==> src/hdl/tof_iq_to_depth_point_macros.svh <==
// Assertion helpers shared by the depth point pipeline.
`ifndef TOF_IQ_TO_DEPTH_POINT_MACROS_SVH
`define TOF_IQ_TO_DEPTH_POINT_MACROS_SVH

// Same-cycle implication, disabled while reset is asserted.
`define TOFD_ASSERT_IMP(label, clk, rst_n, cond, cons, msg) \
    label: assert property (@(posedge clk) disable iff (!(rst_n)) (cond) |-> (cons)) \
        else $error(msg);

// Next-cycle implication, disabled while reset is asserted.
`define TOFD_ASSERT_NXT(label, clk, rst_n, cond, cons, msg) \
    label: assert property (@(posedge clk) disable iff (!(rst_n)) (cond) |=> (cons)) \
        else $error(msg);

`endif

==> src/hdl/tofd_pkg.sv <==
`default_nettype none

package tofd_pkg;

    localparam int ANGLE_STEPS_DEF = 16;
    localparam int ATAN_TABLE_LEN  = 24;
    localparam int SQRT_STEPS      = 16;
    localparam int CORDIC_W        = 34;
    localparam int PRESCALE_SHIFT  = 14;

    localparam logic [15:0] FULL_TURN_RESET = 16'd29979;
    localparam logic [31:0] ACC_HALF_TURN   = 32'h8000_0000;
    localparam logic [31:0] PHASE_ROUND     = 32'h0000_8000;
    localparam logic [16:0] MAPPED_FULL     = 17'h1_0000;
    localparam logic [32:0] DIST_ROUND      = 33'd32768;
    localparam logic signed [33:0] POINT_ROUND = 34'sd16384;

    typedef struct packed {
        logic signed [CORDIC_W-1:0] x;
        logic signed [CORDIC_W-1:0] y;
        logic [31:0]                acc;
        logic                       zero;
        logic signed [15:0]         dir_x;
        logic signed [15:0]         dir_y;
        logic signed [15:0]         dir_z;
        logic [31:0]                sq_n;
        logic [31:0]                sq_r;
        logic [31:0]                sq_q;
    } iter_data_t;

    // atan(2^-k) with 2^32 per turn
    function automatic logic [31:0] atan_turn(input int k);
        logic [31:0] val;
        unique case (k)
            0:       val = 32'h20000000;
            1:       val = 32'h12E4051E;
            2:       val = 32'h09FB385B;
            3:       val = 32'h051111D4;
            4:       val = 32'h028B0D43;
            5:       val = 32'h0145D7E1;
            6:       val = 32'h00A2F61E;
            7:       val = 32'h00517C55;
            8:       val = 32'h0028BE53;
            9:       val = 32'h00145F2F;
            10:      val = 32'h000A2F98;
            11:      val = 32'h000517CC;
            12:      val = 32'h00028BE6;
            13:      val = 32'h000145F3;
            14:      val = 32'h0000A2FA;
            15:      val = 32'h0000517D;
            16:      val = 32'h000028BE;
            17:      val = 32'h0000145F;
            18:      val = 32'h00000A30;
            19:      val = 32'h00000518;
            20:      val = 32'h0000028C;
            21:      val = 32'h00000146;
            22:      val = 32'h000000A3;
            23:      val = 32'h00000051;
            default: val = 32'h00000000;
        endcase
        return val;
    endfunction

endpackage

`default_nettype wire

==> src/hdl/tofd_iter_stage.sv <==
`default_nettype none

module tofd_iter_stage
    import tofd_pkg::*;
#(
    parameter int ANGLE_STEPS = ANGLE_STEPS_DEF,
    parameter int STEP        = 0
) (
    input  wire logic       aclk,
    input  wire logic       aresetn,
    input  wire logic       load,
    input  wire logic       in_valid,
    input  wire iter_data_t in_data,
    output logic            out_valid,
    output iter_data_t      out_data
);

    localparam bit DO_CORDIC = (STEP < ANGLE_STEPS) && (STEP < ATAN_TABLE_LEN);
    localparam bit DO_SUM    = (STEP == 0);
    localparam bit DO_SQRT   = (STEP >= 1) && (STEP <= SQRT_STEPS);
    localparam int CSHIFT    = DO_CORDIC ? STEP : 0;
    localparam int SQ_SHIFT  = DO_SQRT ? (30 - 2 * (STEP - 1)) : 0;
    localparam logic [31:0] ATAN   = atan_turn(CSHIFT);
    localparam logic [31:0] SQ_BIT = 32'd1 << SQ_SHIFT;

    logic       valid_reg;
    iter_data_t data_reg;
    iter_data_t data_next;
    logic [31:0] trial;

    always_comb begin
        data_next = in_data;
        trial     = in_data.sq_r + SQ_BIT;
        if (DO_CORDIC) begin
            // zero sign of y rotates as positive
            if (!in_data.y[CORDIC_W-1]) begin
                data_next.x   = in_data.x + (in_data.y >>> CSHIFT);
                data_next.y   = in_data.y - (in_data.x >>> CSHIFT);
                data_next.acc = in_data.acc + ATAN;
            end else begin
                data_next.x   = in_data.x - (in_data.y >>> CSHIFT);
                data_next.y   = in_data.y + (in_data.x >>> CSHIFT);
                data_next.acc = in_data.acc - ATAN;
            end
        end
        if (DO_SUM) begin
            data_next.sq_n = in_data.sq_n + in_data.sq_q;
        end
        if (DO_SQRT) begin
            // one root bit per stage, remainder kept in sq_n
            if (in_data.sq_n >= trial) begin
                data_next.sq_n = in_data.sq_n - trial;
                data_next.sq_r = (in_data.sq_r >> 1) + SQ_BIT;
            end else begin
                data_next.sq_r = in_data.sq_r >> 1;
            end
        end
    end

    always_ff @(posedge aclk) begin
        if (!aresetn) begin
            valid_reg <= 1'b0;
        end else if (load) begin
            valid_reg <= in_valid;
        end
    end

    always_ff @(posedge aclk) begin
        if (load) begin
            data_reg <= data_next;
        end
    end

    assign out_valid = valid_reg;
    assign out_data  = data_reg;

endmodule

`default_nettype wire

==> config.mk <==
export PLATFORM = sky130hd
export DESIGN_NAME = tofd_iter_stage
export DESIGN_NICKNAME = d
export VERILOG_FILES = /design/src/hdl/tof_iq_to_depth_point_macros.svh /design/src/hdl/tofd_pkg.sv /design/src/hdl/tofd_iter_stage.sv
export SDC_FILE = /design/constraint.sdc
export NUM_CORES = 1
export LEC_CHECK = 0
export BUFFER_PORTS_ARGS = -buffer_cell sky130_fd_sc_hd__buf_2
export CAP_MARGIN = 15
export CORE_MARGIN = 10
export CORE_UTILIZATION = 50
export DETAILED_ROUTE_END_ITERATION = 16
export GPL_ROUTABILITY_DRIVEN = 0
export HOLD_SLACK_MARGIN = 0.08
export PLACE_DENSITY = 0.79
export SLEW_MARGIN = 15
export SYNTH_ARGS = -nofsm -noshare
export SYNTH_HDL_FRONTEND = slang
export SYNTH_SLANG_ARGS = --single-unit
==> constraint.sdc <==
create_clock -name aclk -period 4.07 [get_ports aclk]
set_input_delay 0.407 -clock aclk [delete_from_list [all_inputs] [get_ports aclk]]
set_output_delay 0.407 -clock aclk [all_outputs]
set_load 0.1 [all_outputs]
**After elaboration in Yosys (flattened, before gate mapping)**

Cells that the tools add are included.

- Register bits: 246
- Input port bits: 249
- Output and inout port bits: 246

- $add $sub $neg: 6
- Multiplexer cells: 1

Operators by type and width:

| kind | number |
|---|---|
| $mux W100 | 1 |
| $sub A34 B34 Y34 | 2 |
| $add A34 B34 Y34 | 1 |
| $add A32 B30 Y32 const B | 1 |
| $add A32 B32 Y32 | 1 |
| $sub A32 B30 Y32 const B | 1 |

**Logic depth before layout (Yosys ltp)**

Gate-level depths: netlist of the first run.

- Depth after elaboration: 2
- Mapped depth: 12
- Depth with buffers taken out: 12

**Worst setup path after synthesis of the first run**

Ideal clock, no wire load.

- Path kind: input port to flip-flop
- Start: in in_data[0] in the netlist's numbering
- End: reg data_reg, in the netlist out_data[90] (data pin)
- Library setup time: 0.264 ns
- Arrival: 2.782 ns
- Setup slack: 1.024 ns
- Stages on the path: 11
- Cells stage by stage: ha_1 fa_1 a211oi_1 nor2_1 o311ai_1 a211oi_1 a211o_1 a31o_2 o41a_1 a21oi_1 xnor2_1

RTL lines:

| what | RTL line | source |
|---|---|---|
| start: declaration | tofd_iter_stage.sv:13 | `input wire iter_data_t in_data,` |
| end signal: assignment | tofd_iter_stage.sv:70 | `data_reg <= data_next;` |
| end: declaration | tofd_iter_stage.sv:27 | `iter_data_t data_reg;` |

==> results.toml, run 1 <==
[power]
vdd_drop_max_v = 0.0003871
p_leak_nw = 8.667
power_density_mw_per_mm2 = 487.1
finalPower_mw = 9.621

[detailed_routing]
drt-total-wl_um = 57970
drtPass1Iterations = 8
drt_iter0_markers = 2045
vias = 14200
routedWlPerCell_um = 24.17
drtAntennaViolNets = 0
drcViolationCount = 0
viasPerCell = 5.923

[placed_design]
numPortBuffers = 494
hpwl_um = 42010
dp_cells = 2205

[floorplan]
rows = 62
io_pins = 495
dieArea_mm2 = 0.03663
die_w_um = 191.4
start_util_pct = 50.90
fp.dieH_um = 191.4
core_mm2 = 0.02886

[timing]
slew_violations = 0
final_hold_viol_count = 0
rsz0062_at_grt = "false"
period_minus_slack_ns = 3.595
finalCritPeriodShare_pct = 88.33
whs_ns = 0.1047
timing.slew.headroom_pct = 38.91
fmaxAchievable_mhz = 278.2
setup_tns_ns = 0
fin_skew_ns = 0
worst_pin_slew_ns = 0.9049
setup_viol = 0

[layout]
area_delta_synth_final_pct = 34.47
final_common_cell = "buf_2"
final_cells = 2398
final_util_pct = 68.45
drive_gt1_share_pct = 27.82
final_net_count = 2367
final_cell_mix = "buf_2, edfxtp_1, a21oi_1"

[synth]
synthFlopType = "edfxtp_1"
synth-seq-area-share_pct = 50.02
syn_area_mm2 = 0.01469
synth_edf_count = 244
ys_ff_latch = 245
synthDistinctLibCells = 70
async_reset_ff_share_pct = 0
syn-num-nets = 1749
yosysWarningCount = 0
syn_area_per_cell_um2 = 10.77
syn_inst = 1364

[clock_network]
cts_root_buffer = "clkbuf_16"
clk_path_buf_depth = 3
path_clk_slew_ns = 0.06
cts_setup_buffers = 0
cts_resized = 0
cts_max_level = 1
holdBufCountCts = 132
cts.sinks = 245
tritoncts = "built"
numCtsBuffers = 27
clk_latency_ns = 0.53

[grt]
grt_pass1_wl_um = 84160
grt_max_degree = 93
track_usage_pct = 29.73
grt_pass1_vias = 13760
antenna_found_initial = 14
grt_overflow_total = 0

[critical_path]
cp-endpoint = "out_data[89]"
start_kind = "primary input"
critical_path_arrival_ns = 3.86
crit_chain = "dlygate4sd3_1, buf_2, ha_1, a21oi_1, a21boi_0, o21ai_0, or3_1, o21ai_0, a21boi_0, o21ai_0, xor2_1"
r2r-start = "out_valid"
cpPeakStageDelay_ns = 0.57
critPathRequiredTime_ns = 4.34
crit_path_end_kind = "flip-flop"
rrSetupSlack_ns = 3.44
crit_start = "in_data[10]"
reg2reg_depth = 2
cpMostUsedCell = "o21ai_0"
rr_endpoint = "out_valid"
critPathSlowestCell = "o21ai_0"
path_max_fanout = 5
path_class = "in2reg"

[min_path]
hold_path_class = "in2reg"

[flow_run]
max_cap_violations = 0

[run_status]
outcome = "finished clean"
## metal layers
layer,global-route usage (%),wire length [um],vias to the layer above
met5,0,38,-
met4,15.08,3346,6
met3,7.234,6587,229
met2,50.37,28100,1095
met1,34.44,19900,6611
li1,-,-,6262
## critical path, delay by kind of cell
kind	cells	cell delay, ns
compound gates	6	1.84
buf+inv	2	0.68
simple gates	1	0.42
fa+ha+maj	1	0.41
xor+xnor	1	0.11
## state kept, by name (all words and copies together) (netlist names)
register / flops
out_valid: 1
out_data: 244
## logic make-up (layout without fill, tap and decap cells)
kind of cell | after synthesis | in the layout | share of synthesized area (%)
compound gates | 423 | 423 | 17.92
buf+inv | 165 | 803 | 4.284
mux | 15 | 15 | 1.022
other cells | 0 | 12 | 0
fa+ha+maj | 136 | 136 | 11.84
simple gates | 288 | 288 | 9.429
flops | 245 | 245 | 50.02
xor+xnor | 92 | 92 | 5.486
## through the flow
| stage | cell area, um^2 | setup WS [ns] |
|---|---|---|
| finish | 19750 | 0.4750 |
| global route | 19730 | 0.3595 |
| CTS | 19720 | 0.8611 |
| detailed placement | 17560 | 0.4722 |
| global placement | 17560 | 0.5422 |
| floorplan | 14690 | 1.024 |
## where the power goes
group	total (mW)	internal (mW)	switching (mW)
Combinational	4.01	0.816	3.20
Clock	2.37	1.35	1.02
Sequential	3.24	3.15	0.0941
Total	9.62	5.31	4.31
## synthesized netlist by cell type (12+ instances only)
cell / count / area, um^2
nand3_1: 14 / 70.07
o31ai_1: 12 / 90.09
a21oi_1: 144 / 720.7
inv_1: 109 / 409.1
nor2_1: 95 / 356.6
nand2b_1: 12 / 75.07
a211oi_1: 14 / 105.1
nand4_1: 12 / 75.07
ha_1: 131 / 1639
clkbuf_1: 34 / 127.6
o211ai_1: 12 / 90.09
xnor2_1: 78 / 683.2
a21o_1: 26 / 195.2
o21ai_0: 96 / 480.5
edfxtp_1: 244 / 7327
o21a_1: 13 / 97.59
xor2_1: 14 / 122.6
a31oi_1: 13 / 81.33
nor2b_1: 13 / 81.33
o21bai_1: 28 / 210.2
mux2i_1: 15 / 150.1
nor3_1: 22 / 110.1
nand2_1: 69 / 259.0
## worst min-delay path by stage
stage / from / endpoint / cells after the start
after floorplan: in_data[0] / out_data[0] / 0
after global routing: in_data[6] / out_data[6] / 1
after CTS: in_data[6] / out_data[6] / 1
final: in_data[0] / out_data[0] / 1
after detailed placement: out_valid / out_valid / 2
after global placement: out_valid / out_valid / 2
## cell type report
cell class / instances / area (um^2)
antenna: 12 / 30.03
clock buffer: 34 / 701.9
clock inverter: 15 / 138.9
fill: 2105 / 9105
inverter: 116 / 435.4
multi-input combinational: 954 / 6713
sequential: 245 / 7347
tap: 384 / 480.5
timing repair buffer: 638 / 3906
Note: power is estimated with default switching activity, not from simulation.
==> run 2, diff against run 1 <==
--- a/config.mk
+++ b/config.mk
@@ -7,12 +7,12 @@
 export LEC_CHECK = 0
 export BUFFER_PORTS_ARGS = -buffer_cell sky130_fd_sc_hd__buf_2
 export CAP_MARGIN = 15
-export CORE_MARGIN = 10
-export CORE_UTILIZATION = 50
+export CORE_AREA = 2 2 191 193
 export DETAILED_ROUTE_END_ITERATION = 16
+export DIE_AREA = 0 0 193 195
 export GPL_ROUTABILITY_DRIVEN = 0
-export HOLD_SLACK_MARGIN = 0.08
-export PLACE_DENSITY = 0.79
+export HOLD_SLACK_MARGIN = 0.03
+export PLACE_DENSITY = 0.68
 export SLEW_MARGIN = 15
 export SYNTH_ARGS = -nofsm -noshare
 export SYNTH_HDL_FRONTEND = slang
==> run 2 against run 1 <==
Compared with the run above:
- final cell count up 2.1%
- critical path depth increased by 2
- cell area is 0.40% lower
- count of clock-buffer cells in the layout grew 1
- worst hold slack worse by 0.045 ns
- setup slack gained 0.048 ns
- clock power rose by 7%
- first-iteration DRC count is 44% lower
- sequential power is essentially flat
- power rose by 1.0%
- register-to-register slack improved by 0.04 ns
- critical endpoint is now out_data[90]
==> results.toml, run 2 (synthesis results as in run 1) <==
[run_status]
outcome = "finished clean"

[detailed_routing]
drcViolationCount = 0
drt-total-wl_um = 53710
routedWlPerCell_um = 21.93
drtPass1Iterations = 6
drtAntennaViolNets = 0
viasPerCell = 5.536
vias = 13560
drt_iter0_markers = 1136

[clock_network]
clk_path_buf_depth = 3
numCtsBuffers = 28
cts_resized = 0
path_clk_slew_ns = 0.06
cts_max_level = 1
tritoncts = "built"
cts_root_buffer = "clkbuf_16"
cts.sinks = 245
clk_latency_ns = 0.55

[floorplan]
die_w_um = 193
core_mm2 = 0.03540
io_pins = 495
fp.dieH_um = 195
start_util_pct = 41.50
dieArea_mm2 = 0.03764
rows = 69

[timing]
worst_pin_slew_ns = 0.8957
timing.slew.headroom_pct = 38.74
final_hold_viol_count = 0
fmaxAchievable_mhz = 281.9
setup_viol = 0
fin_skew_ns = 0
finalCritPeriodShare_pct = 87.15
setup_tns_ns = 0
period_minus_slack_ns = 3.547
rsz0062_at_grt = "false"
slew_violations = 0

[critical_path]
path_max_fanout = 3
rrSetupSlack_ns = 3.48
start_kind = "primary input"
path_class = "in2reg"
critical_path_arrival_ns = 3.84
crit_path_end_kind = "flip-flop"
critPathRequiredTime_ns = 4.36

[flow_run]
max_cap_violations = 0

[grt]
antenna_found_initial = 10
grt_max_degree = 108
grt_pass1_vias = 13230
grt_overflow_total = 0
grt_pass1_wl_um = 78110
track_usage_pct = 27.43

[power]
finalPower_mw = 9.722
p_leak_nw = 8.615
power_density_mw_per_mm2 = 494.2
vdd_drop_max_v = 0.0004249

[layout]
final_net_count = 2344
final_common_cell = "buf_2"
final_cell_mix = "buf_2, edfxtp_1, a21oi_1"
largest_reg_flops = 244
drive_gt1_share_pct = 28.69
area_delta_synth_final_pct = 33.94

[placed_design]
numPortBuffers = 494
hpwl_um = 40770

[min_path]
hold_path_class = "in2reg"
## run 2: critical path, cell delays in order
cell and delay (ns):
dlygate4sd3_1 0.56, buf_2 0.14, ha_1 0.22, fa_1 0.42, a211oi_1 0.26, nor2_1 0.13, o311ai_1 0.37, a211oi_1 0.14
a211o_1 0.31, a31o_2 0.27, o41a_1 0.35, a21oi_1 0.19, xnor2_1 0.08
## run 2: final timing paths
check         startpoint  cells past startpoint           end
max           in_data[0]                     13  out_data[90]
max reg2reg    out_valid                      2     out_valid
min reg2reg    out_valid                      2     out_valid
min          in_data[55]                      1  out_data[55]
## run 2: through the flow
step	hold WS [ns]	instance area, um^2	utilization, %	cells	worst slack [ns]
floorplan	0.5059	14690	-	1364	1.024
global placement	0.4992	17710	50.02	2287	0.4914
detailed placement	0.5168	17710	50.02	2287	0.4375
CTS	0.03003	19650	55.52	2441	0.5837
global route	0.03142	19670	55.56	2446	0.3556
finish	0.05945	19670	55.58	2449	0.5231
## run 2: power breakdown
group	internal (mW)	switching (mW)
Clock	1.49	1.05
Combinational	0.803	3.14
Sequential	3.15	0.0968
## run 2: layout make-up
cell class	count	area (um^2)
Fill cell	3064	15720
Timing Repair Buffer	614	3666
Clock buffer	35	748.2
Antenna cell	8	20.02
Sequential cell	245	7347
Multi-Input combinational cell	954	6713
Clock inverter	16	167.7
Tap cell	461	576.8
Inverter	116	435.4
## run 2: what timing repair did
item                       in CTS  in global routing
hold buffers                  103                  0
hold endpoints to repair      103                  0
setup endpoints to repair       0                  0
setup buffers                   0                  0
## run 2: routing by layer
metal	routed length, um	track usage, %	vias up
li1	-	-	6211
met1	20480	33.52	6433
met2	25880	46.04	752
met3	4577	5.661	156
met4	2738	13.16	6
met5	35	0	-
